===== src/mme_addsub.sv =====
`timescale 1ns / 1ps
`default_nettype none

// Shared wide adder and subtractor for all modular steps.
module mme_addsub #(
    parameter int W = 514
) (
    input  wire logic [W-1:0] i_a,
    input  wire logic [W-1:0] i_b,
    input  wire logic         i_sub,
    output logic      [W-1:0] o_sum
);

    logic [W-1:0] w_b;

    // Two's complement subtract folds the carry in.
    assign w_b   = i_sub ? ~i_b : i_b;
    assign o_sum = i_a + w_b + {{(W-1){1'b0}}, i_sub};

endmodule

`default_nettype wire


===== config.mk =====
export PLATFORM = sky130hd
export DESIGN_NAME = mme_addsub
export DESIGN_NICKNAME = d
export VERILOG_FILES = /design/src/mme_addsub.sv
export SDC_FILE = /design/constraint.sdc
export NUM_CORES = 2
export LEC_CHECK = 0
export BUFFER_PORTS_ARGS = -buffer_cell sky130_fd_sc_hd__buf_4
export CORE_AREA = 2 2 607 609
export DETAILED_ROUTE_END_ITERATION = 12
export DIE_AREA = 0 0 609 611
export MAX_ROUTING_LAYER = met4
export PLACE_DENSITY = 0.4
export SYNTH_ARGS = -nofsm -noshare
export SYNTH_HDL_FRONTEND = slang
export SYNTH_SLANG_ARGS = --single-unit

===== constraint.sdc =====
create_clock -name vclk -period 5.6
set_input_delay 0.56 -clock vclk [all_inputs]
set_output_delay 0.56 -clock vclk [all_outputs]
set_load 0.005 [all_outputs]

# After elaboration in Yosys (flattened, before gate mapping)
# Cells that the tools add are included.
word_totals:
  reg_bits: 0
  input_bits: 1029
  out_inout_bits: 514
  word_cells: 4
op_classes:
  addsub: 2
  muxes: 1
  n_bitwise: 1
ops:
  columns: ["cell", "n"]
  rows:
  - ["$add 514x1->514", 1]
  - ["$add 514x514->514", 1]
  - ["$mux 514", 1]
  - ["$not 514->514", 1]

# Depth between registers and ports, before layout
depth:
  depth_word: 4
  depth_mapped: 24
  ltp_nobuf: 20

# Worst setup path after synthesis
# No wires, ideal clock.
synth_timing:
  kind: "input-to-output"
  start: "in i_sub"
  end: "out o_sum[470]"
  arrival_ns: 5.516
  slack_ns: -0.476
  stages: 22
  path_buffers: 3
  path_cell_list: "buf_2 clkbuf_1 buf_1 xor2_1 fa_1 a21o_1 a311o_2 nand4b_1 a311oi_1 nor3_2 o311a_1 o211ai_1 and4_1 or2_2 nor4b_2 a41o_1 a21oi_1 o21ai_1 a21oi_1 o21bai_1 or3_1 and4b_1"
synth_via:
  elab_chain_cells: 3
synth_lines:
  columns: ["item", "line", "rtl"]
  rows:
  - ["from (decl)", "10", "input wire logic i_sub,"]
  - ["$mux 514", "17", "assign w_b = i_sub ? ~i_b : i_b;"]
  - ["$add 514x514->514", "18", "assign o_sum = i_a + w_b + {{(W-1){1'b0}}, i_sub};"]
  - ["$add 514x1->514 (*)", "18", null]
  - ["to (decl)", "11", "output logic [W-1:0] o_sum"]
# Every way passes the cells marked *; elsewhere a longest branch is shown, timed or not.

# Worst setup path after layout
layout_timing:
  start: "in i_sub"
  end: "out o_sum[488]"
# The elaborated chain is that of the path after synthesis.

==> impl_metrics.toml <==
[worst_setup_path]
cp_max_stage_delay_ns = 0.33
cp-start-kind = "input pin"
crit_slowest_cell = "sky130_fd_sc_hd__a21oi_1"
critical_setup_path_kind = "input pin to output port"
timing.critical_path.mode_cell = "sky130_fd_sc_hd__buf_4"
cp.buffers_inverters = 12
worstPathMaxFanout = 7
worst-endpoint-required_ns = 5.04
worst_setup_path_startpoint = "i_sub"
timing.critical_path.to = "o_sum[488]"
worstPathArrival_ns = 6.47
cp-end-kind = "output port"
path_delay_family = "buffers and inverters"
timing.critical_path.depth = 31

[synth]
syn_area_per_cell_um2 = 6.19
mappedNetlistNets = 8929
synthesis.yosys.warnings = 0
synthesis.instances = 7387
synth_sequential_area_ratio_pct = 0
synth_cell_type_count = 108
mappedNetlistArea_um2 = 45800

[final_layout]
post_route_cells_drive_above_1_share_pct = 51.6
num-clock-buffers = 0
n_sequential_cell = 0
synthToLayoutAreaGrowth_pct = 123
final-seq-area_um2 = 0
fin_util_pct = 28.0
fin_nets = 14600

[floorplanning]
horizontal_die_dimension_um = 609
die_y_extent_um = 611
dieArea_um2 = 372000
core-area_um2 = 365000
io_pins = 1543
num_rows = 222
initial_utilization_pct = 12.5

[placement]
placement_stage_worst_setup_slack_ns = -2.59
place.gp.congestion = 1.04
io_buffers = 1543
post-dp-hpwl_um = 473000

[sta]
rsz_0062_raised_after_global_routing = "true"
worst_slew_margin_rel_pct = 13.5
final_hold_viols = 0
tightestPinTransition_ns = 1.29
period_share_pct = 126
setup_viol_count_final = 328
timing.final.ws_setup_ns = -1.43
finalCriticalPeriod_ns = 7.03
timing.final.max_slew_violations = 0
fmax_mhz = 142

[run_status]
failed_checks = "negative setup slack"
outcome = "finished, violations left"

[pwr]
pwr_density_cell_nw_per_um2 = 213
vdd_ir_drop_max_v = 0.000100
p_leak_nw = 48.3

[route]
drtIter0Drc = 6452
finalWirelength_um = 516000
detailedRoute.firstPassIterationCount = 6
detail-route-antenna-nets = 0
avgViaCountPerCell = 4.52
post_drt_wl_per_cell_um = 28.8
drc = 0
vias = 81000

[global_route]
number_of_antenna_violations_at_the_first_check_in_global_routing = 161
grt_util_all_layers_pct = 26.9
grt_pass1_wl_um = 676000
global_route.overflow_total = 0
via_count_of_the_first_global_routing_pass = 81200
grt_max_degree = 64

[min_path]
min_delay_path_depth = 3
worst_hold_path_type = "input pin to output port"

[run]
max_cap_violations = 0
[kinds of logic (layout without fill, tap and decap cells)]
family / count (synthesis) / count (layout) / share of synthesized area [%]
compound gates: 2833 / 2833 / 36.7
xor+xnor: 1025 / 1025 / 19.6
fa+ha+maj: 513 / 513 / 14.0
other cells: 0 / 87 / 0
mux: 1 / 1 / 0.0219
simple gates: 2518 / 2518 / 25.3
buf+inv: 497 / 6135 / 4.26
[synth_stat cells, types with 8 or more instances]
cell type                  instances  area [um2]
sky130_fd_sc_hd__nor3_1          147         736
sky130_fd_sc_hd__nand4_1         316        1980
sky130_fd_sc_hd__nand2b_1         17         106
sky130_fd_sc_hd__a211oi_1         13        97.6
sky130_fd_sc_hd__o21ai_1          25         125
sky130_fd_sc_hd__xnor2_1         309        2710
sky130_fd_sc_hd__buf_2            40         200
sky130_fd_sc_hd__o41ai_1          10        87.6
sky130_fd_sc_hd__buf_1            41         154
sky130_fd_sc_hd__a221oi_1         20         175
sky130_fd_sc_hd__and2_1           12        75.1
sky130_fd_sc_hd__nand2_1         907        3400
sky130_fd_sc_hd__ha_1            512        6410
sky130_fd_sc_hd__and4_1           23         201
sky130_fd_sc_hd__xor2_1          716        6270
sky130_fd_sc_hd__o21bai_1        190        1430
sky130_fd_sc_hd__or2_2            44         275
sky130_fd_sc_hd__a211o_1           8        70.1
sky130_fd_sc_hd__nor4_1           98         613
sky130_fd_sc_hd__clkbuf_1        229         860
sky130_fd_sc_hd__a21boi_0         61         458
sky130_fd_sc_hd__or3_1            33         206
sky130_fd_sc_hd__a31oi_1          57         357
sky130_fd_sc_hd__a21o_1          255        1910
sky130_fd_sc_hd__nor2b_1          23         144
sky130_fd_sc_hd__o221ai_1         14         123
sky130_fd_sc_hd__o31ai_1          41         308
sky130_fd_sc_hd__a21oi_1        1148        5750
sky130_fd_sc_hd__o21a_1           82         616
sky130_fd_sc_hd__o21ai_0         744        3720
sky130_fd_sc_hd__o31a_1           12         105
sky130_fd_sc_hd__a41oi_1          13         114
sky130_fd_sc_hd__nand3_1         113         566
sky130_fd_sc_hd__a221o_1           9        90.1
sky130_fd_sc_hd__nor2_1          703        2640
sky130_fd_sc_hd__inv_1           177         664
sky130_fd_sc_hd__and3_1           27         169
sky130_fd_sc_hd__o211ai_1         27         203
[power by group]
| part | switching [mW] | internal (mW) | total (mW) |
|---|---|---|---|
| registers | 0 | 0 | 0 |
| clock network | 0 | 0.00000232 | 0.00000232 |
| logic | 11.5 | 10.2 | 21.7 |
| total | 11.5 | 10.2 | 21.7 |
[tightest hold or removal path: cells and delay by family]
family | cells | cell delay, ns
buffers and inverters | 2 | 0.26
XOR/XNOR | 1 | 0.07
[stage by stage]
step	setup TNS, ns	instances	instance area [um2]	hold slack (ns)	power [mW]
after floorplan	-0.0389	7387	45900	1.17	6.16
after global placement	-432.08	17600	94100	1.45	20.0
after detailed placement	-438.10	17600	94100	1.45	19.9
after CTS	-235.59	17800	98500	1.45	20.8
after global routing	-257.64	17900	102000	1.47	22.5
final	-224.05	17900	102000	1.45	21.7
[layout make-up]
| cell class | instances | area (um2) |
|---|---|---|
| repair buffers | 5958 | 46400 |
| multi-input cells | 6890 | 48800 |
| well taps | 4816 | 6030 |
| diodes | 87 | 218 |
| fillers | 41200 | 263000 |
| inverters | 177 | 667 |
[cells in the final DEF (no fill, tap or decap), types with 27 or more instances in the layout]
master	instances
sky130_fd_sc_hd__buf_4	5719
sky130_fd_sc_hd__a21oi_1	1002
sky130_fd_sc_hd__nand2_1	876
sky130_fd_sc_hd__xor2_1	665
sky130_fd_sc_hd__nor2_1	651
sky130_fd_sc_hd__o21ai_0	611
sky130_fd_sc_hd__ha_1	482
sky130_fd_sc_hd__nand4_1	316
sky130_fd_sc_hd__a21o_1	253
sky130_fd_sc_hd__xnor2_1	250
sky130_fd_sc_hd__o21bai_1	180
sky130_fd_sc_hd__inv_1	175
sky130_fd_sc_hd__buf_6	162
sky130_fd_sc_hd__nor3_1	127
sky130_fd_sc_hd__a21oi_2	120
sky130_fd_sc_hd__nand3_1	100
sky130_fd_sc_hd__o21ai_1	93
sky130_fd_sc_hd__diode_2	87
sky130_fd_sc_hd__nor4_1	80
sky130_fd_sc_hd__o21a_1	70
sky130_fd_sc_hd__o21ai_2	50
sky130_fd_sc_hd__a21boi_0	44
sky130_fd_sc_hd__buf_12	43
sky130_fd_sc_hd__xnor2_2	40
sky130_fd_sc_hd__xor2_2	39
sky130_fd_sc_hd__nor2_2	39
sky130_fd_sc_hd__or2_2	39
sky130_fd_sc_hd__a31oi_1	37
sky130_fd_sc_hd__nand2_2	29
sky130_fd_sc_hd__a21oi_4	29
sky130_fd_sc_hd__o211ai_1	27
[per-layer routing]
metal / global-route usage [%] / part of all wire [%] / up-vias
li1: - / - / 38300
met1: 31.2 / 41 / 39000
met2: 44.8 / 47 / 2839
met3: 3.03 / 4.7 / 793
met4: 15.5 / 7.3 / 0
met5: - / 0 / -
[worst min-delay path by stage]
stage / slack (ns) / from / to
global placement: 1.45 / i_a[0] / o_sum[0]
global route: 1.47 / i_a[0] / o_sum[0]
detailed placement: 1.45 / i_a[0] / o_sum[0]
floorplan: 1.17 / i_b[0] / o_sum[0]
CTS: 1.45 / i_a[0] / o_sum[0]
finish: 1.45 / i_a[0] / o_sum[0]
[repair_timing]
item                                    CTS  global route
hold buffers                              0             0
gates resized for setup                 638           613
pin swaps                               209           298
cloned                                   14             2
buffers inserted                        124            96
endpoints found under the setup margin  380           362
Note: power is estimated with default switching activity, not from simulation.
