**src/mme_pkg.sv**
```systemverilog
`timescale 1ns / 1ps
`default_nettype none

package mme_pkg;

    // Width of one operand or result word.
    localparam int WORD_W = 32;

    // Largest number of result words a run delivers.
    localparam int RESULT_CAP = 16;

    // Operand word count register.
    localparam int OPW_W = 5;
    localparam logic [OPW_W-1:0] OPW_RESET = 5'd16;

    // Register select bit of the configuration address.
    localparam logic REG_OP_WORDS = 1'b0;

    // Request codes on the input channel.
    typedef enum logic [1:0] {
        REQ_BASE  = 2'd0,
        REQ_EXP   = 2'd1,
        REQ_MOD   = 2'd2,
        REQ_START = 2'd3
    } t_req;

    // Write control toward the operand store.
    typedef struct packed {
        logic en;
        t_req kind;
    } t_wr_ctl;

endpackage

`default_nettype wire

```
**src/mme_opstore.sv**
```systemverilog
`timescale 1ns / 1ps
`default_nettype none

// Base, exponent and modulus word stores with one shared read address.
module mme_opstore #(
    parameter int MAX_WORDS = 16,
    parameter int AW        = 4
) (
    input  wire logic                        i_clk,
    input  wire logic                        i_rst_n,
    input  wire mme_pkg::t_wr_ctl            i_wr,
    input  wire logic [AW-1:0]               i_waddr,
    input  wire logic [mme_pkg::WORD_W-1:0]  i_wdata,
    input  wire logic [AW-1:0]               i_raddr,
    output logic      [mme_pkg::WORD_W-1:0]  o_rd_b,
    output logic      [mme_pkg::WORD_W-1:0]  o_rd_e,
    output logic      [mme_pkg::WORD_W-1:0]  o_rd_n
);

    logic [mme_pkg::WORD_W-1:0] r_mem_b [MAX_WORDS];
    logic [mme_pkg::WORD_W-1:0] r_mem_e [MAX_WORDS];
    logic [mme_pkg::WORD_W-1:0] r_mem_n [MAX_WORDS];
    logic [MAX_WORDS-1:0]       r_vld_b;
    logic [MAX_WORDS-1:0]       r_vld_e;
    logic [MAX_WORDS-1:0]       r_vld_n;

    // Written flags; an entry never written reads as zero.
    always_ff @(posedge i_clk) begin
        if (!i_rst_n) begin
            r_vld_b <= '0;
            r_vld_e <= '0;
            r_vld_n <= '0;
        end else if (i_wr.en) begin
            case (i_wr.kind)
                mme_pkg::REQ_BASE: r_vld_b[i_waddr] <= 1'b1;
                mme_pkg::REQ_EXP:  r_vld_e[i_waddr] <= 1'b1;
                mme_pkg::REQ_MOD:  r_vld_n[i_waddr] <= 1'b1;
                default: begin
                end
            endcase
        end
    end

    // Word arrays.
    always_ff @(posedge i_clk) begin
        if (i_wr.en) begin
            case (i_wr.kind)
                mme_pkg::REQ_BASE: r_mem_b[i_waddr] <= i_wdata;
                mme_pkg::REQ_EXP:  r_mem_e[i_waddr] <= i_wdata;
                mme_pkg::REQ_MOD:  r_mem_n[i_waddr] <= i_wdata;
                default: begin
                end
            endcase
        end
    end

    // Registered read.
    always_ff @(posedge i_clk) begin
        o_rd_b <= r_vld_b[i_raddr] ? r_mem_b[i_raddr] : '0;
        o_rd_e <= r_vld_e[i_raddr] ? r_mem_e[i_raddr] : '0;
        o_rd_n <= r_vld_n[i_raddr] ? r_mem_n[i_raddr] : '0;
    end

endmodule

`default_nettype wire

```
**config.mk**
```make
export PLATFORM = sky130hd
export DESIGN_NAME = mme_opstore
export DESIGN_NICKNAME = d
export VERILOG_FILES = /design/src/mme_pkg.sv /design/src/mme_opstore.sv
export SDC_FILE = /design/constraint.sdc
export NUM_CORES = 1
export LEC_CHECK = 0
export ABC_CLOCK_PERIOD_IN_PS = 8350
export BUFFER_PORTS_ARGS = -buffer_cell sky130_fd_sc_hd__buf_2
export CAP_MARGIN = 20
export CELL_PAD_IN_SITES_DETAIL_PLACEMENT = 1
export CELL_PAD_IN_SITES_GLOBAL_PLACEMENT = 2
export CORE_AREA = 2 2 447 560
export CTS_CLUSTER_SIZE = 10
export DETAILED_ROUTE_END_ITERATION = 10
export DIE_AREA = 0 0 449 562
export GPL_TIMING_DRIVEN = 0
export PLACE_DENSITY_LB_ADDON = 0.1
export RECOVER_POWER = 100
export REMOVE_ABC_BUFFERS = 1
export SKIP_CTS_REPAIR_TIMING = 1
export SYNTH_ARGS = -nofsm -noshare
export SYNTH_HDL_FRONTEND = slang
export SYNTH_SLANG_ARGS = --single-unit
```
**constraint.sdc**
```tcl
create_clock -name i_clk -period 8.35 [get_ports i_clk]
set_input_delay 1.2525 -clock i_clk [delete_from_list [all_inputs] [get_ports i_clk]]
set_output_delay 1.2525 -clock i_clk [all_outputs]
set_load 0.1 [all_outputs]
```
Yosys cells after proc, flatten, opt, wreduce, memory -nomap -nowiden. Memory sizes are Yosys's and may differ from the RTL's. A register that Yosys moved wholly into a read port is not among the register bits. Cells that the tools add are included.

Logic and storage cells: 39. Flip-flop bits (word level): 48. Bits in writable memories: 1536. Memories kept: 3.

Magnitude comparators: 3. Bitwise logic cells: 3. Muxes and demuxes: 17. Equality and inequality tests: 2. Reductions and logical operators: 8.

Memories: r_mem_b (words 16, width 32, read ports 1, clocked after Yosys merged registers in 1, write ports 1, line mme_opstore.sv:20) `logic [mme_pkg::WORD_W-1:0] r_mem_b [MAX_WORDS];`; r_mem_e (words 16, width 32, read ports 1, clocked after Yosys merged registers in 1, write ports 1, line mme_opstore.sv:21) `logic [mme_pkg::WORD_W-1:0] r_mem_e [MAX_WORDS];`; r_mem_n (words 16, width 32, read ports 1, clocked after Yosys merged registers in 1, write ports 1, line mme_opstore.sv:22) `logic [mme_pkg::WORD_W-1:0] r_mem_n [MAX_WORDS];`.

Operators by type and width (count): 16-bit bitwise OR (3); 1-bit two-way mux (13); 1-bit binary-select mux with 4-bit select (3); 4-bit by 5-bit < comparator with 1-bit output, second input constant (2); 2-bit AND reduction (3); 1-bit demux with 4-bit select (1); 4-bit by 1-bit >= comparator with 1-bit output, second input constant (1); 1-bit zero test (3); 2-bit by 1-bit equality test with 1-bit output, second input constant (1); 2-bit equality test, second input constant (1); 2-bit zero test (1); 1-bit logical AND (1).

Longest topological paths before layout.
Depth in word-level cells: 5. Mapped depth: 7.

Worst setup path after synthesis. OpenSTA, ideal clock, no wires.

Kind: input port to flip-flop. Start: in i_wr[1] (netlist bit). End: mem r_mem_b[12][0] (netlist bit), enable pin. Required time: 7.845 ns. Setup slack: 2.836 ns. Cell stages on the path: 3. Library setup time: 0.505 ns. Data arrival time: 5.009 ns. Path buffers: 1. Cells stage by stage: or3b_2 clkbuf_1 nor4_1.

Cells in the longest elaborated chain, start to end: 4.

RTL lines: from (decl) (line mme_opstore.sv:11) `input wire mme_pkg::t_wr_ctl i_wr,`; 2-bit zero test (line mme_opstore.sv:47) `case (i_wr.kind)`; 1-bit two-way mux (line mme_opstore.sv:47); 1-bit two-way mux (line mme_opstore.sv:46) `if (i_wr.en) begin`; 1-bit two-way mux (not written as such) (line mme_opstore.sv:48) `mme_pkg::REQ_BASE: r_mem_b[i_waddr] <= i_wdata;`; to (decl) (line mme_opstore.sv:20).

No other way between the ends.

Final worst setup path.
Start: in i_raddr[0]. End: reg o_rd_e[13] (netlist bit), read port of r_mem_e.

Cells in the longest elaborated chain, start to end: 3.

RTL lines: from (decl) (line mme_opstore.sv:14) `input wire logic [AW-1:0] i_raddr,`; 1-bit binary-select mux with 4-bit select (line mme_opstore.sv:60) `o_rd_e <= r_vld_e[i_raddr] ? r_mem_e[i_raddr] : '0;`; 1-bit two-way mux (not written as such) (line mme_opstore.sv:60); 1-bit zero test (no line); to (decl) (line mme_opstore.sv:16) `output logic [mme_pkg::WORD_W-1:0] o_rd_e,`.

Parallel ways exist; a longest one is shown, timed or not. The select of a mux whose other input is x is not followed. A chain may end at the register's enable or synchronous reset.

==> impl_metrics.csv <==
group,metric,value,unit
setup_path,critPathKind,"in -> reg",
drt,wire_per_inst,27.3,um
setup_path,cp_max_fo,54,
global_route,grt_pass1_wl,249000,um
place,post-place-cells,6078,
synthesis,synth_area_per_cell,23.2,um^2
synthesis,yosysTopAreaCellShare,0.749,
setup_path,end_kind,"flop",
synthesis,synth_area,61600,um^2
layout,areaGrowthSynthToFinish,17.5,%
synthesis,async_reset_ff_frac,0,
timing,setup-tns-final,0,ns
setup_path,arrival,6.53,ns
synthesis,synthTopCellsByArea,"edfxtp_1 (75%), mux4_2 (14%), dfxtp_1 (4.7%)",
timing,setup_violations,0,
clocking,max-clock-path-buffers,4,
synthesis,ys_warn_count,0,
power_and_ir_drop,pwr-share-clk,0.444,
clocking,numCtsBuffers,201,
timing,final.setup_skew,0.0322,ns
worst_hold_path,min_path_cells,1,
timing,slew_headroom,-0.709,
floorplanning,io_pins,141,
timing,holdWs,0.456,ns
floorplanning,rows,204,
power_and_ir_drop,power_switching,3.82,mW
synthesis,synthCells,2651,
clocking,cts_tree,"built",
setup_path,crit_buf_inv,6,
global_route,gr-total-overflow,0,
synthesis,synth_cell_types,25,
timing,period_minus_slack,5.85,ns
power_and_ir_drop,p_int,14.1,mW
run_status,violations,"max-capacitance violations, max-slew violations",
timing,slew_viol_final,2825,
run,maxCapViolations,104,
setup_path,start_kind,"input pin",
drt,drtIter0Drc,1659,
floorplanning,initial_core_util,0.250,
power_and_ir_drop,p_comb_frac,0.038,
drt,dr.pass1.iters,7,
setup_path,r2r_setup_slack,5.70,ns
floorplanning,die_y,562,um
power_and_ir_drop,max-vdd-ir-drop,0.137,mV
drt,wl,176000,um
floorplanning,die_x,449,um
setup_path,cp_common_cell,"buf_16",
power_and_ir_drop,p_leak,21.7,nW
setup_path,worstPathCellList,"buf_8 -> buf_16 -> clkbuf_2 -> buf_16 -> mux4_1 -> a22o_1 -> nor2_1 -> buf_12 -> buf_16 -> a21oi_1",
setup_path,cp_data_required_time,9.03,ns
timing,rsz0062_at_grt,"false",
layout,final_util,0.294,
synthesis,synth-seq-cells,1680,
timing,max_freq,0.171,GHz
run_status,status,"complete, but fails checks",
clocking,clk_pin_slew,0.06,ns
setup_path,reg2reg_depth,6,
synthesis,synth_edf_count,1536,
setup_path,slowest_stage,"clkbuf_2",
setup_path,slowest_delay,1.69,ns
timing,tightest_slew,2.55,ns
place,dp_hpwl,111000,um
power_and_ir_drop,p_seq_frac,0.517,
worst_hold_path,hp-class,"reg -> reg",
power_and_ir_drop,swShare,0.213,
place,gp_congestion,0.689,
power_and_ir_drop,cellPowerDensity,247,nW/um^2
global_route,grt_pass1_vias,31900,
floorplanning,dieArea,252000,um^2
drt,dr_total_vias,28400,
layout,fillCellCount,24800,
global_route,antenna_found_initial,8,
layout,fin_cells,6438,
timing,hold_viol,0,
setup_path,critPathTopFamily,"buffers and inverters",
drt,ant_nets,0,
global_route,grt_max_degree,98,
drt,vias_per_cell,4.41,
layout,layout.nets,3030,
timing,min_period_over_period,0.701,
clocking,h-tree-depth,4,
synthesis,yosysMostFrequentCell,"edfxtp_1",
clocking,clk_latency,0.84,ns
clocking,cts.sinks,1680,
synthesis,yosysSeqAreaShare,0.796,
place,port_buffers,140,
power_and_ir_drop,totalPowerFinal,17.9,mW
synthesis,synthFlopType,"edfxtp_1",
layout,layout-drive-gt1-share,0.212,
setup_path,cp.depth,10,
drt,drcViolationCount,0,
global_route,track_usage,0.138,
synthesis,synth_commonest_cells,"edfxtp_1 (1536), mux4_2 (391), a22oi_1 (192), dfxtp_1 (144), a21oi_1 (96)",
clocking,cts_root_buf,"clkbuf_16",
floorplanning,core,247000,um^2
synthesis,synth_area_leader_cell,"edfxtp_1",
==> layout by cell type (no fill, tap or decap) <==
cell,instances
edfxtp_1,1536
mux4_2,391
clkbuf_1,363
clkbuf_16,203
a22oi_1,192
dfxtp_1,144
a21oi_1,96
o21a_1,48
nor2_1,41
buf_12,19
buf_16,14
diode_2,11
nand2_1,11
clkbuf_8,9
nor2_4,7
clkinv_2,7
nor4_1,6
a22o_1,6
clkinv_1,6
buf_2,6
mux4_1,5
nor2b_1,4
nand3_1,4
inv_16,3
nand3b_1,2
nor2b_4,2
buf_8,2
nand4_1,1
or3b_1,1
and2_4,1
clkbuf_2,1
==> worst paths after layout <==
kind / from / end
worst max register to register: r_vld_e[1]$_SDFFE_PN0N_ / o_rd_e[13]$_SDFF_PN0_
worst max-delay path: i_raddr[0] / o_rd_e[13]$_SDFF_PN0_
worst min register to register: r_vld_n[14]$_SDFFE_PN0N_ / r_vld_n[14]$_SDFFE_PN0N_
worst min-delay path: r_vld_n[14]$_SDFFE_PN0N_ / r_vld_n[14]$_SDFFE_PN0N_
==> worst reg2reg max path, delay by kind of cell (launching register included) <==
| kind | cells | cell delay, ns |
|---|---|---|
| AOI/OAI and AO/OA | 2 | 0.35 |
| buffers and inverters | 2 | 0.45 |
| DFF | 1 | 0.31 |
| muxes | 1 | 0.53 |
| and+or+nand+nor | 1 | 0.85 |
==> cells by family after synthesis <==
| logic type | count (synthesis) | share of synthesized area |
|---|---|---|
| flip-flops | 1680 | 0.796 |
| multiplexers | 396 | 0.145 |
| buffers and inverters | 153 | 0.0151 |
| AO/OA/AOI/OAI | 342 | 0.0379 |
| AND/OR/NAND/NOR | 80 | 0.00601 |
==> metal layers <==
metal  part of all wire  wire length, um  vias to the layer above  track usage
met2               0.54            95100                      536        0.259
met5                  0                0                        -            0
li1                   -                -                    12000            -
met1               0.40            70900                    15600        0.166
met4              0.021             3740                        0       0.0331
met3              0.035             6080                      267       0.0207
==> through the flow <==
stage / cell area (um^2) / worst slack (ns)
after floorplan: 60600 / 2.81
after global placement: 65500 / -9.65
after detailed placement: 68300 / 2.59
after CTS: 74100 / 3.50
after global routing: 72300 / 1.88
final: 72400 / 2.50
==> layout make-up <==
type | instances | area, um^2 | area share
sequential | 1680 | 49000 | 0.677
clock buffer | 333 | 5660 | 0.0782
clock inverter | 16 | 118 | 0.00163
multi-input combinational | 818 | 11700 | 0.162
tap | 3296 | 4120 | 0.0570
timing repair buffer | 284 | 1740 | 0.0240
antenna | 11 | 27.5 | 0.000380
==> sequential cells by signal, summed over array words and instances (netlist names) <==
name and flops:
o_rd_n 32, r_mem_n 512, o_rd_e 32, r_mem_e 512
r_mem_b 512, r_vld_b 16, r_vld_e 16, o_rd_b 32
r_vld_n 16
==> power by group through the flow <==
stage               Combinational (mW)  Clock (mW)  Sequential, mW
finish                           0.683        7.95            9.26
global route                     0.743        8.55            9.26
CTS                              0.728        8.27            9.25
detailed placement               0.727           0            9.42
global placement                 0.869           0            9.42
floorplan                        0.289           0            9.43
Note: power is estimated with default switching activity, not from simulation.
